<file path="src/rtl/gmc_pkg.sv">
// Package for the gate motor controller: gate state codes, register indexes,
// stream item types and configuration bundle. It depends on nothing else.
package gmc_pkg;

    typedef enum logic [2:0] {
        ST_INIT      = 3'd0,
        ST_OPENING   = 3'd1,
        ST_CLOSING   = 3'd2,
        ST_CLOSED    = 3'd3,
        ST_OPENED    = 3'd4,
        ST_EMERGENCY = 3'd5,
        ST_ERROR     = 3'd6,
        ST_WAIT      = 3'd7
    } t_state;

    localparam int RUN_W   = 12;
    localparam int DELAY_W = 8;
    localparam int PHASE_W = 2;
    localparam int ADDR_W  = 4;

    localparam logic [RUN_W-1:0]   RUN_MAX            = '1;
    localparam logic [RUN_W-1:0]   MOVE_TIMEOUT_RST   = 12'd3600;
    localparam logic [DELAY_W-1:0] EMERGENCY_HOLD_RST = 8'd30;
    localparam logic [DELAY_W-1:0] BLINK_HALF_RST     = 8'd10;

    // Blink phases of the error state: lamp on, off, on.
    localparam logic [PHASE_W-1:0] PHASE_FIRST_ON = 2'd0;
    localparam logic [PHASE_W-1:0] PHASE_OFF      = 2'd1;
    localparam logic [PHASE_W-1:0] PHASE_LAST_ON  = 2'd2;

    // Register indexes, taken from paddr[3:2].
    localparam logic [1:0] REG_MOVE_TIMEOUT   = 2'd0;
    localparam logic [1:0] REG_EMERGENCY_HOLD = 2'd1;
    localparam logic [1:0] REG_BLINK_HALF     = 2'd2;

    typedef struct packed {
        logic limit_open;
        logic limit_closed;
        logic cmd_open;
        logic cmd_close;
        logic photocell_blocked;
    } t_in_item;

    typedef struct packed {
        logic   motor_open;
        logic   motor_close;
        logic   led_alarm;
        logic   led_moving;
        t_state gate_state;
    } t_out_item;

    typedef struct packed {
        logic [RUN_W-1:0]   move_timeout_ticks;
        logic [DELAY_W-1:0] emergency_hold_ticks;
        logic [DELAY_W-1:0] blink_half_ticks;
    } t_cfg;

endpackage

</file>
<file path="src/rtl/gate_motor_controller.sv">
// Top level of the gate motor controller: stream ports, APB register file,
// input and result registers. Depends on gmc_pkg and gmc_core.
//
// Each input transaction is one tick of sampled limit switches, commands and
// photocell; each produces exactly one output transaction with the motor and
// lamp drives and the gate state whose handler ran on that tick. The block
// takes one transaction per clock cycle when the output side keeps up. An
// accepted item sits in the input register while the state machine step is
// worked out; the result is written to the result register once that
// register is free, and is offered from there.
// All timing (run timeout, emergency hold, blink phases) is counted in ticks,
// not clock cycles. Registers: 0x0 move timeout (12 bits), 0x4 emergency hold
// (8 bits), 0x8 blink half period (8 bits); write them only while idle.
module gate_motor_controller (
    input  logic                       i_clk,
    input  logic                       i_rst_n,
    // APB configuration port
    input  logic                       psel,
    input  logic                       penable,
    input  logic                       pwrite,
    input  logic [gmc_pkg::ADDR_W-1:0] paddr,
    input  logic [31:0]                pwdata,
    output logic [31:0]                prdata,
    output logic                       pready,
    // Input stream
    input  logic                       s_axis_tvalid,
    output logic                       s_axis_tready,
    // [0] limit_open, [1] limit_closed, [2] cmd_open, [3] cmd_close,
    // [4] photocell_blocked, [7:5] zero
    input  logic [7:0]                 s_axis_tdata,
    // Output stream
    output logic                       m_axis_tvalid,
    input  logic                       m_axis_tready,
    // [0] motor_open, [1] motor_close, [2] led_alarm, [3] led_moving,
    // [6:4] gate_state, [7] zero
    output logic [7:0]                 m_axis_tdata
);
    import gmc_pkg::*;

    t_cfg      r_cfg;
    logic      r_in_valid;
    t_in_item  r_in_item;
    logic      r_out_valid;
    t_out_item r_out_item;
    t_out_item core_result;
    logic      advance;
    logic      in_fire;
    logic      cfg_write;

    assign pready    = 1'b1;
    assign cfg_write = psel && penable && pwrite && pready;

    always_ff @(posedge i_clk) begin
        if (!i_rst_n) begin
            r_cfg.move_timeout_ticks   <= MOVE_TIMEOUT_RST;
            r_cfg.emergency_hold_ticks <= EMERGENCY_HOLD_RST;
            r_cfg.blink_half_ticks     <= BLINK_HALF_RST;
        end else if (cfg_write) begin
            case (paddr[3:2])
                REG_MOVE_TIMEOUT:   r_cfg.move_timeout_ticks   <= pwdata[RUN_W-1:0];
                REG_EMERGENCY_HOLD: r_cfg.emergency_hold_ticks <= pwdata[DELAY_W-1:0];
                REG_BLINK_HALF:     r_cfg.blink_half_ticks     <= pwdata[DELAY_W-1:0];
                default: ;
            endcase
        end
    end

    always_comb begin
        case (paddr[3:2])
            REG_MOVE_TIMEOUT:   prdata = {{(32-RUN_W){1'b0}}, r_cfg.move_timeout_ticks};
            REG_EMERGENCY_HOLD: prdata = {{(32-DELAY_W){1'b0}}, r_cfg.emergency_hold_ticks};
            REG_BLINK_HALF:     prdata = {{(32-DELAY_W){1'b0}}, r_cfg.blink_half_ticks};
            default:            prdata = '0;
        endcase
    end

    // The held item steps the state machine when the result register is free.
    assign advance       = r_in_valid && (!r_out_valid || m_axis_tready);
    assign s_axis_tready = !r_in_valid || advance;
    assign in_fire       = s_axis_tvalid && s_axis_tready;

    always_ff @(posedge i_clk) begin
        if (!i_rst_n) begin
            r_in_valid  <= 1'b0;
            r_out_valid <= 1'b0;
        end else begin
            if (in_fire) begin
                r_in_valid <= 1'b1;
            end else if (advance) begin
                r_in_valid <= 1'b0;
            end
            if (advance) begin
                r_out_valid <= 1'b1;
            end else if (m_axis_tready) begin
                r_out_valid <= 1'b0;
            end
        end
    end

    always_ff @(posedge i_clk) begin
        if (in_fire) begin
            r_in_item.limit_open        <= s_axis_tdata[0];
            r_in_item.limit_closed      <= s_axis_tdata[1];
            r_in_item.cmd_open          <= s_axis_tdata[2];
            r_in_item.cmd_close         <= s_axis_tdata[3];
            r_in_item.photocell_blocked <= s_axis_tdata[4];
        end
        if (advance) begin
            r_out_item <= core_result;
        end
    end

    gmc_core u_core (
        .i_clk     (i_clk),
        .i_rst_n   (i_rst_n),
        .i_advance (advance),
        .i_item    (r_in_item),
        .i_cfg     (r_cfg),
        .o_result  (core_result)
    );

    assign m_axis_tvalid = r_out_valid;
    assign m_axis_tdata  = {1'b0, r_out_item.gate_state, r_out_item.led_moving,
                            r_out_item.led_alarm, r_out_item.motor_close,
                            r_out_item.motor_open};

endmodule

</file>
<file path="src/rtl/gmc_core.sv">
// Gate state machine with its run counter, hold/blink timer and blink phase.
// Depends on gmc_pkg. State advances once for every item the top level issues.
module gmc_core (
    input  logic              i_clk,
    input  logic              i_rst_n,
    input  logic              i_advance,
    input  gmc_pkg::t_in_item i_item,
    input  gmc_pkg::t_cfg     i_cfg,
    output gmc_pkg::t_out_item o_result
);
    import gmc_pkg::*;

    t_state               r_state;
    t_state               n_state;
    t_state               r_return;
    t_state               n_return;
    logic [RUN_W-1:0]     r_run;
    logic [RUN_W-1:0]     n_run;
    logic [DELAY_W-1:0]   r_delay;
    logic [DELAY_W-1:0]   n_delay;
    logic [PHASE_W-1:0]   r_phase;
    logic [PHASE_W-1:0]   n_phase;

    logic [RUN_W-1:0]     run_base;
    logic                 timeout;
    logic [DELAY_W:0]     delay_inc;
    logic                 lo, lc, ca, cc, fc;

    assign lo = i_item.limit_open;
    assign lc = i_item.limit_closed;
    assign ca = i_item.cmd_open;
    assign cc = i_item.cmd_close;
    assign fc = i_item.photocell_blocked;

    assign delay_inc = {1'b0, r_delay} + {{DELAY_W{1'b0}}, 1'b1};

    always_comb begin
        run_base = (ca || cc) ? '0 : r_run;
        n_run    = '0;
        timeout  = 1'b0;
        if (r_state == ST_OPENING || r_state == ST_CLOSING) begin
            // Counter saturates; a timeout register of zero trips like one.
            n_run   = (run_base == RUN_MAX) ? run_base : run_base + 1'b1;
            timeout = n_run >= i_cfg.move_timeout_ticks;
        end
    end

    always_comb begin
        n_state  = r_state;
        n_return = r_return;
        n_delay  = '0;
        n_phase  = '0;
        o_result = '{motor_open: 1'b0, motor_close: 1'b0, led_alarm: 1'b0,
                     led_moving: 1'b0, gate_state: r_state};
        case (r_state)
            ST_INIT: begin
                n_state = ST_WAIT;
            end
            ST_WAIT: begin
                if (!lo && !fc && !lc) begin
                    n_state = ST_CLOSING;
                end else if (ca && !fc && !lo) begin
                    n_state = ST_OPENING;
                end else if (cc && !fc) begin
                    n_state = ST_CLOSING;
                end else if (ca && !fc) begin
                    n_state = ST_OPENING;
                end else if (fc) begin
                    n_state  = ST_EMERGENCY;
                    n_return = ST_WAIT;
                end else if (lo && lc) begin
                    n_state = ST_ERROR;
                end
            end
            ST_OPENING: begin
                o_result.motor_open = 1'b1;
                o_result.led_moving = 1'b1;
                if (lo && lc) begin
                    n_state = ST_ERROR;
                end else if (lo) begin
                    n_state = ST_OPENED;
                end else if (fc) begin
                    n_state  = ST_EMERGENCY;
                    n_return = ST_OPENING;
                end else if (cc) begin
                    n_state = ST_CLOSING;
                end else if (timeout) begin
                    n_state = ST_ERROR;
                end
            end
            ST_CLOSING: begin
                o_result.motor_close = 1'b1;
                o_result.led_moving  = 1'b1;
                if (lo && lc) begin
                    n_state = ST_ERROR;
                end else if (lc) begin
                    n_state = ST_CLOSED;
                end else if (fc) begin
                    n_state  = ST_EMERGENCY;
                    n_return = ST_CLOSING;
                end else if (ca) begin
                    n_state = ST_OPENING;
                end else if (timeout) begin
                    n_state = ST_ERROR;
                end
            end
            ST_CLOSED, ST_OPENED: begin
                n_state = ST_WAIT;
            end
            ST_EMERGENCY: begin
                o_result.led_alarm = 1'b1;
                // On the last tick of a hold, a clear photocell ends the emergency;
                // a blocked one starts a new hold.
                if (delay_inc >= {1'b0, i_cfg.emergency_hold_ticks}) begin
                    if (!fc) begin
                        n_state = r_return;
                    end
                end else begin
                    n_delay = delay_inc[DELAY_W-1:0];
                end
            end
            default: begin
                // Error: blink on, off, on; phase code 3 acts as the last phase.
                o_result.led_alarm = (r_phase != PHASE_OFF);
                if (delay_inc >= {1'b0, i_cfg.blink_half_ticks}) begin
                    if (r_phase >= PHASE_LAST_ON) begin
                        n_state = ST_WAIT;
                    end else begin
                        n_phase = r_phase + 1'b1;
                    end
                end else begin
                    n_delay = delay_inc[DELAY_W-1:0];
                    n_phase = r_phase;
                end
            end
        endcase
    end

    always_ff @(posedge i_clk) begin
        if (!i_rst_n) begin
            r_state  <= ST_INIT;
            r_return <= ST_INIT;
            r_run    <= '0;
            r_delay  <= '0;
            r_phase  <= PHASE_FIRST_ON;
        end else if (i_advance) begin
            r_state  <= n_state;
            r_return <= n_return;
            r_run    <= n_run;
            r_delay  <= n_delay;
            r_phase  <= n_phase;
        end
    end

endmodule

</file>
<file path="config.mk">
export PLATFORM = sky130hd
export DESIGN_NAME = gate_motor_controller
export DESIGN_NICKNAME = d
export VERILOG_FILES = /design/src/rtl/gmc_pkg.sv /design/src/rtl/gate_motor_controller.sv /design/src/rtl/gmc_core.sv
export SDC_FILE = /design/constraint.sdc
export NUM_CORES = 1
export LEC_CHECK = 0
export BUFFER_PORTS_ARGS = -buffer_cell sky130_fd_sc_hd__buf_2
export CELL_PAD_IN_SITES_DETAIL_PLACEMENT = 1
export CELL_PAD_IN_SITES_GLOBAL_PLACEMENT = 1
export CORE_ASPECT_RATIO = 0.75
export CORE_MARGIN = 10
export CORE_UTILIZATION = 30
export CTS_CLUSTER_SIZE = 20
export DETAILED_ROUTE_END_ITERATION = 7
export PLACE_DENSITY_LB_ADDON = 0.1
export SLEW_MARGIN = 10
export SYNTH_ARGS = -nofsm -noshare
export SYNTH_HDL_FRONTEND = slang
export SYNTH_HIERARCHICAL = 1
export SYNTH_SLANG_ARGS = --single-unit
</file>
<file path="constraint.sdc">
create_clock -name i_clk -period 9 [get_ports i_clk]
set_input_delay 1.8 -clock i_clk [delete_from_list [all_inputs] [get_ports i_clk]]
set_output_delay 1.8 -clock i_clk [all_outputs]
set_load 0.005 [all_outputs]
</file>
==> summary.md, run 1 <==
| Metric | Value |
|---|---|
| Master of the slowest instance on the critical path | `sky130_fd_sc_hd__nor2_2` |
| Core area | `15220 um^2` |
| Number of clock buffers inserted by TritonCTS | `9` |
| Kind of critical path | `reg2reg` |
| FP Rows | `39` |
| Initial cell density of the core | `a little under a third` |
| Kind of end point of the critical path | `flip-flop` |
| Detailed placer's ending HPWL | `9922 um` |
| Cts hold-fix bufs | `0` |
| Kind of start point of the critical path | `flip-flop` |
| Mean routed wirelength per cell | `16.95 um` |
| Maximum clock frequency | `202.8 MHz` |
| Antenna violations before repair | `0` |
| Total count of hold-check failures in the final report | `0` |
| Worst clock skew on the final layout | `0.005873 ns` |
| Combined flip-flop and latch cell area | `about 1500 um^2` |
| Syn Area/Cell | `8.430 um^2` |
| CP max FO | `18` |
| Root Buffer Master | `sky130_fd_sc_hd__clkbuf_16` |
| Gate family responsible for the most delay along the worst path | `simple AND/OR/NAND/NOR gates` |
| Footprint of the multi-input gates | `2771 um^2` |
| Max-Cap Viols | `0` |
| X dimension of the die | `163.8 um` |
| Total grt overflow | `0` |
| Syn. warnings | `6` |
| Number of enable flip-flop cells after synthesis | `12` |
| Cell Area, Synth | `about 4700 um^2` |
| Number of H-tree levels | `3` |
| Reg-to-reg slack, setup | `4.07 ns` |
| Cells along the critical path | `nor2_2, and2_1, ha_1, nand4_4, nor3_2, or4_1, xor2_1, nor2_1, ha_1, nand4_1, o21bai_1, o21ai_1, a21oi_1, nor4_1, or4_1, and3_1` |
| Non-filler cells in the finished layout | `approximately 800` |
| Wire length reported by the detailed router | `~13000 um` |
| Status | `finished clean` |
| Most used flip-flop cell after synthesis | `sky130_fd_sc_hd__dfxtp_1` |
| Number of global-route vias before repair | `4089` |
| Clk sink count | `70` |
| Antenna fix cells | `0` |
| Clock period minus final worst setup slack | `4.930 ns` |
| Mapped Cells | `552` |
| Min-delay worst type | `reg2reg` |
| CP peak stage delay | `approximately 0.7 ns` |
| Share of the clock period used by the worst path after layout | `54.78%` |
| Share of the yosys chip area belonging to registers | `32.70%` |
| Gpl congestion | `0.7830` |
| CP bufs+invs | `0` |
| Worst rel slew slack | `between 40 and 50%` |
| Bufs on Longest Clock Path | `2` |
| Pwr/cell area | `145.0 nW/um^2` |
| Number of remaining DRC errors | `0` |
| Endpoint arrival time on the critical path | `approximately 5.2 ns` |
| Proportion of layout cells with a drive suffix above 1 | `about 14%` |
| DRC violation total after the first TritonRoute iteration | `between 150 and 200` |
| Setup TNS Final | `0 ns` |
| Mean number of vias per cell | `4.910` |
| Skew-Pair Late Insertion Delay | `0.34 ns` |
| Vias after detailed routing | `3874` |
| Detailed-router iteration count before antenna repair | `4` |
| Cell total after placement | `774` |
| Maximum number of pins on one net before global-route repair | `70` |
| Area of the die | `20940 um^2` |
| Post_cts resized | `0` |
| Number of I/O port buffers | `46` |
| Signed area change from the synthesized netlist to the final layout | `12.10%` |
| Number of top-level pins | `94` |
| Final-layout fill cell count | `around 1.8k` |
| Maximum vdd ir drop | `0.07885 mV` |
| Clock transition at the register clock pins on the worst setup and hold paths after CTS | `0.06 ns` |
| TritonCTS clock tree | `built` |
| Number of max-slew violations in the final report | `0` |
| Number of nets with antenna violations after detailed routing | `0` |
| Post-synthesis register bit count | `70` |
| Actual transition at the worst max-transition pin | `~0.84 ns` |
| Setup repair after global routing missed its margin | `no` |
| Final-report setup violation count | `0` |
| Height of the die | `127.9 um` |
| Leakage Power | `2.280 nW` |
| Number of setup buffers added after CTS | `0` |
| Required time of the worst setup path | `9.23 ns` |
| Fraction of registers with async set or reset after synthesis | `0%` |
| Global-route wire length before repair | `21820 um` |
| All-Layer GR Usage | `approximately an eighth` |
| Fin nets | `roughly 660` |
| Distinct cell type count after synthesis | `64` |
==> Yosys cell counts (2+ instances only) <==
cell,instances,area share [%]
sky130_fd_sc_hd__nand2_1,71,5.7
sky130_fd_sc_hd__dfxtp_1,58,25
sky130_fd_sc_hd__inv_1,35,2.8
sky130_fd_sc_hd__mux2i_1,35,7.5
sky130_fd_sc_hd__o21ai_0,31,3.3
sky130_fd_sc_hd__ha_1,30,8.1
sky130_fd_sc_hd__nor2_1,25,2.0
sky130_fd_sc_hd__buf_4,23,3.7
sky130_fd_sc_hd__nand3_1,23,2.5
sky130_fd_sc_hd__a21oi_1,16,1.7
sky130_fd_sc_hd__and2_1,16,2.2
sky130_fd_sc_hd__clkbuf_1,15,1.2
sky130_fd_sc_hd__nor2b_1,15,2.0
sky130_fd_sc_hd__edfxtp_1,12,7.7
sky130_fd_sc_hd__a21boi_1,10,1.6
sky130_fd_sc_hd__xor2_1,10,1.9
sky130_fd_sc_hd__buf_2,8,0.86
sky130_fd_sc_hd__o21ai_1,8,0.86
sky130_fd_sc_hd__nand4_1,7,0.94
sky130_fd_sc_hd__nor3_1,7,0.75
sky130_fd_sc_hd__o211a_1,6,1.3
sky130_fd_sc_hd__o21a_1,6,0.97
sky130_fd_sc_hd__a22o_1,5,0.94
sky130_fd_sc_hd__and3_1,5,0.67
sky130_fd_sc_hd__o211ai_1,5,0.81
sky130_fd_sc_hd__xnor2_1,5,0.94
sky130_fd_sc_hd__buf_1,4,0.32
sky130_fd_sc_hd__nand2b_1,4,0.54
sky130_fd_sc_hd__o311ai_1,4,0.75
sky130_fd_sc_hd__inv_2,3,0.24
sky130_fd_sc_hd__nor3b_1,3,0.48
sky130_fd_sc_hd__o22ai_1,3,0.40
sky130_fd_sc_hd__or2_1,3,0.40
sky130_fd_sc_hd__or3_1,3,0.40
sky130_fd_sc_hd__a211oi_1,2,0.32
sky130_fd_sc_hd__a21oi_4,2,0.70
sky130_fd_sc_hd__conb_1,2,0.16
sky130_fd_sc_hd__nor4_1,2,0.27
sky130_fd_sc_hd__o21bai_1,2,0.32
sky130_fd_sc_hd__o311a_1,2,0.43
sky130_fd_sc_hd__o31ai_1,2,0.32
sky130_fd_sc_hd__or4_1,2,0.32
==> report_power, final <==
part	total [mW]	switching, mW	internal, mW
registers	0.338	0.0111	0.327
clock network	0.339	0.132	0.207
logic	0.0792	0.0513	0.0279
==> flip-flops by register name, indices dropped and copies added, names as in the netlist <==
register,count
r_cfg,28
m_axis_tvalid,1
m_axis_tdata,7
u_core/r_delay,8
r_in_valid,1
u_core/r_state,3
u_core/r_phase,2
u_core/r_run,12
u_core/r_return,3
r_in_item,5
==> tightest hold or removal path: cells and delay by family, from the launching register on <==
kind	cells	cell delay, ns
flops	1	0.32
simple gates	1	0.06
mux	1	0.05
==> final timing paths <==
path | start | end | cells after the start
worst max-delay path | r_in_item[2]$_DFFE_PP_ | u_core/r_state[0]$_SDFFE_PN0P_ | 16
worst min-delay path | r_cfg[7]$_SDFFE_PN0P_ | r_cfg[7]$_SDFFE_PN0P_ | 2
worst max register to register | r_in_item[2]$_DFFE_PP_ | u_core/r_state[0]$_SDFFE_PN0P_ | 16
worst min register to register | r_cfg[7]$_SDFFE_PN0P_ | r_cfg[7]$_SDFFE_PN0P_ | 2
==> area by class of cell <==
cell class / count / share of cell area [%]
Clock buffer: 14 / 5.253
Clock inverter: 1 / 0.09595
Inverter: 38 / 2.734
Multi-Input combinational cell: 413 / 53.13
Sequential cell: 70 / 29.17
Tap cell: 205 / 4.917
Timing Repair Buffer: 48 / 4.701
==> cells in the final DEF (no fill, tap or decap), types with 12 or more instances in the layout <==
master                     netlist  routed
sky130_fd_sc_hd__nand2_1        71      71
sky130_fd_sc_hd__dfxtp_1        58      58
sky130_fd_sc_hd__buf_2           8      46
sky130_fd_sc_hd__mux2i_1        35      35
sky130_fd_sc_hd__inv_1          35      35
sky130_fd_sc_hd__o21ai_0        31      31
sky130_fd_sc_hd__ha_1           30      30
sky130_fd_sc_hd__nor2_1         25      25
sky130_fd_sc_hd__nand3_1        23      23
sky130_fd_sc_hd__conb_1          2      22
sky130_fd_sc_hd__and2_1         16      16
sky130_fd_sc_hd__a21oi_1        16      16
sky130_fd_sc_hd__nor2b_1        15      14
sky130_fd_sc_hd__edfxtp_1       12      12
==> routing by layer <==
metal | GRT usage (%) | vias up | part of all wire [%]
met5 | 0 | - | 0
met4 | 3.723 | 0 | 1.3
met3 | 3.466 | 15 | 3.6
met2 | 19.60 | 60 | 44
met1 | 17.86 | 1863 | 51
li1 | - | 1936 | -
==> kinds of logic (layout without fill, tap and decap cells) <==
| family | after synthesis | after routing | share of synthesized area [%] |
|---|---|---|---|
| multiplexers | 36 | 36 | 7.771 |
| buffers and inverters | 89 | 101 | 9.411 |
| AND/OR/NAND/NOR | 198 | 198 | 22.56 |
| other | 2 | 22 | 0.1614 |
| AO/OA/AOI/OAI | 111 | 111 | 16.16 |
| XOR/XNOR | 16 | 16 | 3.173 |
| flip-flops | 70 | 70 | 32.70 |
| adder cells (fa/ha/maj) | 30 | 30 | 8.067 |
==> per-stage QoR <==
stage	power (mW)	hold WS [ns]	setup WS, ns	cell area (um^2)	util (%)
after detailed placement	0.4245	0.4667	4.058	4937	32.43
after global placement	0.4227	0.4608	4.156	4937	32.43
after CTS	0.7725	0.4756	4.056	5216	34.26
after global routing	0.7956	0.5042	3.744	5216	34.26
final	0.7564	0.4768	4.070	5216	34.26
after floorplan	0.4013	0.4029	4.820	4728	-
Note: power is estimated with default switching activity, not from simulation.
==> run 2, diff against run 1 <==
- clock period: 9 -> 4.15 ns (I/O delays scaled with it)
==> run 2 against run 1 <==
Compared with the run above: global-route usage is 0.14 points higher; critical path depth stayed put; sequential share of layout area is 0.88 points lower; die area stayed put; sequential power is 120% higher; clock power grew to 2.9 times the previous value; largest cell class unchanged; largest power group unchanged; highest routed layer unchanged.
==> summary.md, run 2 (same netlist as run 1, synthesis figures left out) <==
| Metric | Value |
|---|---|
| CP bufs+invs | `0 (unchanged)` |
| Gate family responsible for the most delay along the worst path | `simple AND/OR/NAND/NOR gates` |
| Vias after detailed routing | `3932 (+1.5%)` |
| Root Buffer Master | `sky130_fd_sc_hd__clkbuf_16` |
| Number of clock buffers inserted by TritonCTS | `9 (unchanged)` |
| Total count of hold-check failures in the final report | `0 (unchanged)` |
| Number of nets with antenna violations after detailed routing | `0 (unchanged)` |
| Share of power burned in the clock network | `51.6% (+6.8 points)` |
| Flip-flop count of the largest register after layout | `28 (unchanged)` |
| Final-report setup violation count | `0 (unchanged)` |
| Global-route wire length before repair | `21980 um (+0.73%)` |
| Largest register by flop count | `r_cfg` |
| TritonCTS clock tree | `built` |
| Kind of start point of the critical path | `flip-flop` |
| Part of the power in registers | `38.9% (-5.8 points)` |
| Worst Reg2Reg Path Length in Cells | `16 (unchanged)` |
| Kind of critical path | `reg2reg` |
| Endpoint arrival time on the critical path | `3.98 ns (-1.18 ns)` |
| DRC violation total after the first TritonRoute iteration | `192 (+26%)` |
| Pwr/cell area | `350.0 nW/um^2 (+140%)` |
| Hold_ws | `0.4744 ns (-0.002346 ns)` |
| Clock period minus final worst setup slack | `3.742 ns (-1.188 ns)` |
| Number of I/O port buffers | `46 (unchanged)` |
| Kind of end point of the critical path | `flip-flop` |
| Cells along the critical path | `nor2_2, and2_1, ha_1, nand4_4, nor3_2, or4_1, xor2_1, nor2_1, ha_1, nand4_1, o21bai_1, o21ai_1, a21oi_2, nor4_1, or4_1, and3_1` |
| X dimension of the die | `163.8 um (unchanged)` |
| Sw Ratio | `23.93% (-1.7 points)` |
| Largest registers ranked by flip-flop count | `r_cfg: 28 flops, u_core/r_run: 12 flops, u_core/r_delay: 8 flops` |
| Worst rel slew slack | `56.63% (+13 points)` |
| Share of the clock period used by the worst path after layout | `90.17% (+35 points)` |
| Cts hold-fix bufs | `0 (unchanged)` |
| Min-delay worst type | `reg2reg` |
| Number of top-level pins | `94 (unchanged)` |
| Antenna violations before repair | `0 (unchanged)` |
| Area of the die | `20940 um^2 (unchanged)` |
| Mean number of vias per cell | `4.927 (+0.35%)` |
| Commonest cells after routing, fill and taps aside | `sky130_fd_sc_hd__nand2_1, sky130_fd_sc_hd__dfxtp_1, sky130_fd_sc_hd__buf_2` |
| Maximum vdd ir drop | `0.1826 mV (+130%)` |
| Clk sink count | `70 (unchanged)` |
| Net Switching | `450.3 uW (+130%)` |
| Signed area change from the synthesized netlist to the final layout | `15.57%` |
| FP Rows | `39 (unchanged)` |
| Worst clock skew on the final layout | `0.008177 ns (+0.002304 ns)` |
| Bufs on Longest Clock Path | `2 (unchanged)` |
| CP peak stage delay | `0.59 ns (-0.11 ns)` |
| Status | `finished clean` |
| Post-placement cell area | `4997 um^2 (+1.2%)` |
| Initial cell density of the core | `30.56% (unchanged)` |
| All-Layer GR Usage | `13.17% (+0.14 points)` |
| Number of global-route vias before repair | `4158 (+1.7%)` |
| Fin nets | `669 (+1.2%)` |
| Cell depth of the worst hold path | `2 (unchanged)` |
| Setup repair after global routing missed its margin | `no` |
| Reg2reg start | `r_in_item[1]$_DFFE_PP_` |
| Max-Cap Viols | `0 (unchanged)` |
| Combinational cell fraction of total power | `9.5% (-1.0 points)` |
| CP max FO | `5 (-13)` |
| Antenna fix cells | `0 (unchanged)` |
| Number of remaining DRC errors | `0 (unchanged)` |
| Proportion of layout cells with a drive suffix above 1 | `15.68% (+1.8 points)` |
| Reg-to-reg endpoint | `u_core/r_state[0]$_SDFFE_PN0P_` |
| Total grt overflow | `0 (unchanged)` |
| Maximum number of pins on one net before global-route repair | `37 (-47%)` |
| Core area | `15220 um^2 (unchanged)` |
| Reg-to-reg slack, setup | `0.41 ns (-3.66 ns)` |
| Most common cell after layout, fill and taps aside | `sky130_fd_sc_hd__nand2_1` |
| Final design instance area without fill | `5378 um^2 (+3.1%)` |
| Actual transition at the worst max-transition pin | `0.6506 ns (-0.1883 ns)` |
| Hold worst-path end | `r_cfg[24]$_SDFFE_PN0P_` |
| Cell internal power dissipation | `1.432 mW (+150%)` |
| Number of H-tree levels | `3 (unchanged)` |
| Leakage Power | `2.366 nW (+3.8%)` |
| Wire length reported by the detailed router | `13480 um (+0.76%)` |
| Required time of the worst setup path | `4.39 ns (-4.84 ns)` |
| Clock transition at the register clock pins on the worst setup and hold paths after CTS | `0.06 ns (about the same)` |
| Height of the die | `127.9 um (unchanged)` |
| Gpl congestion | `0.7745 (-1.1%)` |
| Detailed-router iteration count before antenna repair | `4 (unchanged)` |
| Skew-Pair Late Insertion Delay | `0.35 ns (about the same)` |
| Master of the slowest instance on the critical path | `sky130_fd_sc_hd__or4_1` |
| Setup TNS Final | `0 ns (unchanged)` |
| Maximum clock frequency | `267.2 MHz (+32%)` |
| Detailed placer's ending HPWL | `10040 um (+1.2%)` |
| Number of max-slew violations in the final report | `0 (unchanged)` |
| Mean routed wirelength per cell | `16.89 um (-0.38%)` |
| Hold path startpoint | `r_cfg[24]$_SDFFE_PN0P_` |
run 2: changes by cell type in the layout (fill, tap and decap cells not counted):
cell                        before  now
sky130_fd_sc_hd__clkinv_4        0    1
sky130_fd_sc_hd__clkbuf_8        3    2
sky130_fd_sc_hd__buf_4           2   10
sky130_fd_sc_hd__clkbuf_1        2    0
sky130_fd_sc_hd__clkbuf_16       9   10
sky130_fd_sc_hd__a21oi_2         0    1
sky130_fd_sc_hd__bufinv_16       0    3
sky130_fd_sc_hd__a21oi_1        16   15
sky130_fd_sc_hd__clkinv_2        1    0
run 2: metal layers:
layer	part of all wire [%]	track usage [%]	wire, um	vias to the layer above
li1	-	-	-	1958
met1	52	17.94	6968	1899
met2	43	19.82	5830	57
met3	3.3	3.049	443	18
met5	0	0	0	-
met4	1.7	4.824	235	0
run 2: stage by stage:
step	setup slack [ns]	cells	power, mW	utilization (%)
floorplan	0.3905	572	0.8703	-
global placement	0.2838	782	0.9233	32.82
detailed placement	0.2565	782	0.9257	32.82
CTS	0.2426	798	1.913	35.30
global route	0.07926	798	1.956	35.32
finish	0.4080	798	1.882	35.32
run 2: tightest hold or removal path, stage by stage (launching register included):
cell and delay (ns):
sky130_fd_sc_hd__dfxtp_1 0.32, sky130_fd_sc_hd__nand2_1 0.06, sky130_fd_sc_hd__mux2i_1 0.05
run 2: final cells by class:
| cell class | count | area, um^2 |
|---|---|---|
| well taps | 205 | 256.5 |
| inverters | 38 | 142.6 |
| repair buffers | 56 | 305.3 |
| multi-input cells | 413 | 2775 |
| flip-flops and latches | 70 | 1521 |
| clock buffers | 12 | 277.8 |
| clock inverters | 4 | 98.84 |
| fillers | 1857 | 9847 |
run 2: repair_timing:
item                       in CTS  in global routing
hold endpoints to repair        0                  0
gates resized for setup         0                  1
setup endpoints to repair       0                  1
buffers inserted                0                  0
run 2: worst max path at each step:
stage / start / endpoint / slack (ns) / cells after the start
floorplan: r_in_item[2]$_DFFE_PP_ / u_core/r_state[0]$_SDFFE_PN0P_ / 0.39 / 17
CTS: r_in_item[2]$_DFFE_PP_ / u_core/r_state[0]$_SDFFE_PN0P_ / 0.24 / 15
detailed placement: r_in_item[1]$_DFFE_PP_ / u_core/r_state[0]$_SDFFE_PN0P_ / 0.26 / 16
global placement: r_in_item[2]$_DFFE_PP_ / u_core/r_state[0]$_SDFFE_PN0P_ / 0.28 / 15
global route: r_in_item[2]$_DFFE_PP_ / u_core/r_state[0]$_SDFFE_PN0P_ / 0.08 / 15
finish: r_in_item[1]$_DFFE_PP_ / u_core/r_state[0]$_SDFFE_PN0P_ / 0.41 / 16
run 2: power groups by stage:
stage / combinational, mW / sequential, mW / clock [mW]
finish: 0.179 / 0.731 / 0.972
global placement: 0.178 / 0.746 / 0
global route: 0.201 / 0.734 / 1.02
detailed placement: 0.180 / 0.746 / 0
CTS: 0.181 / 0.731 / 1.00
floorplan: 0.138 / 0.732 / 0
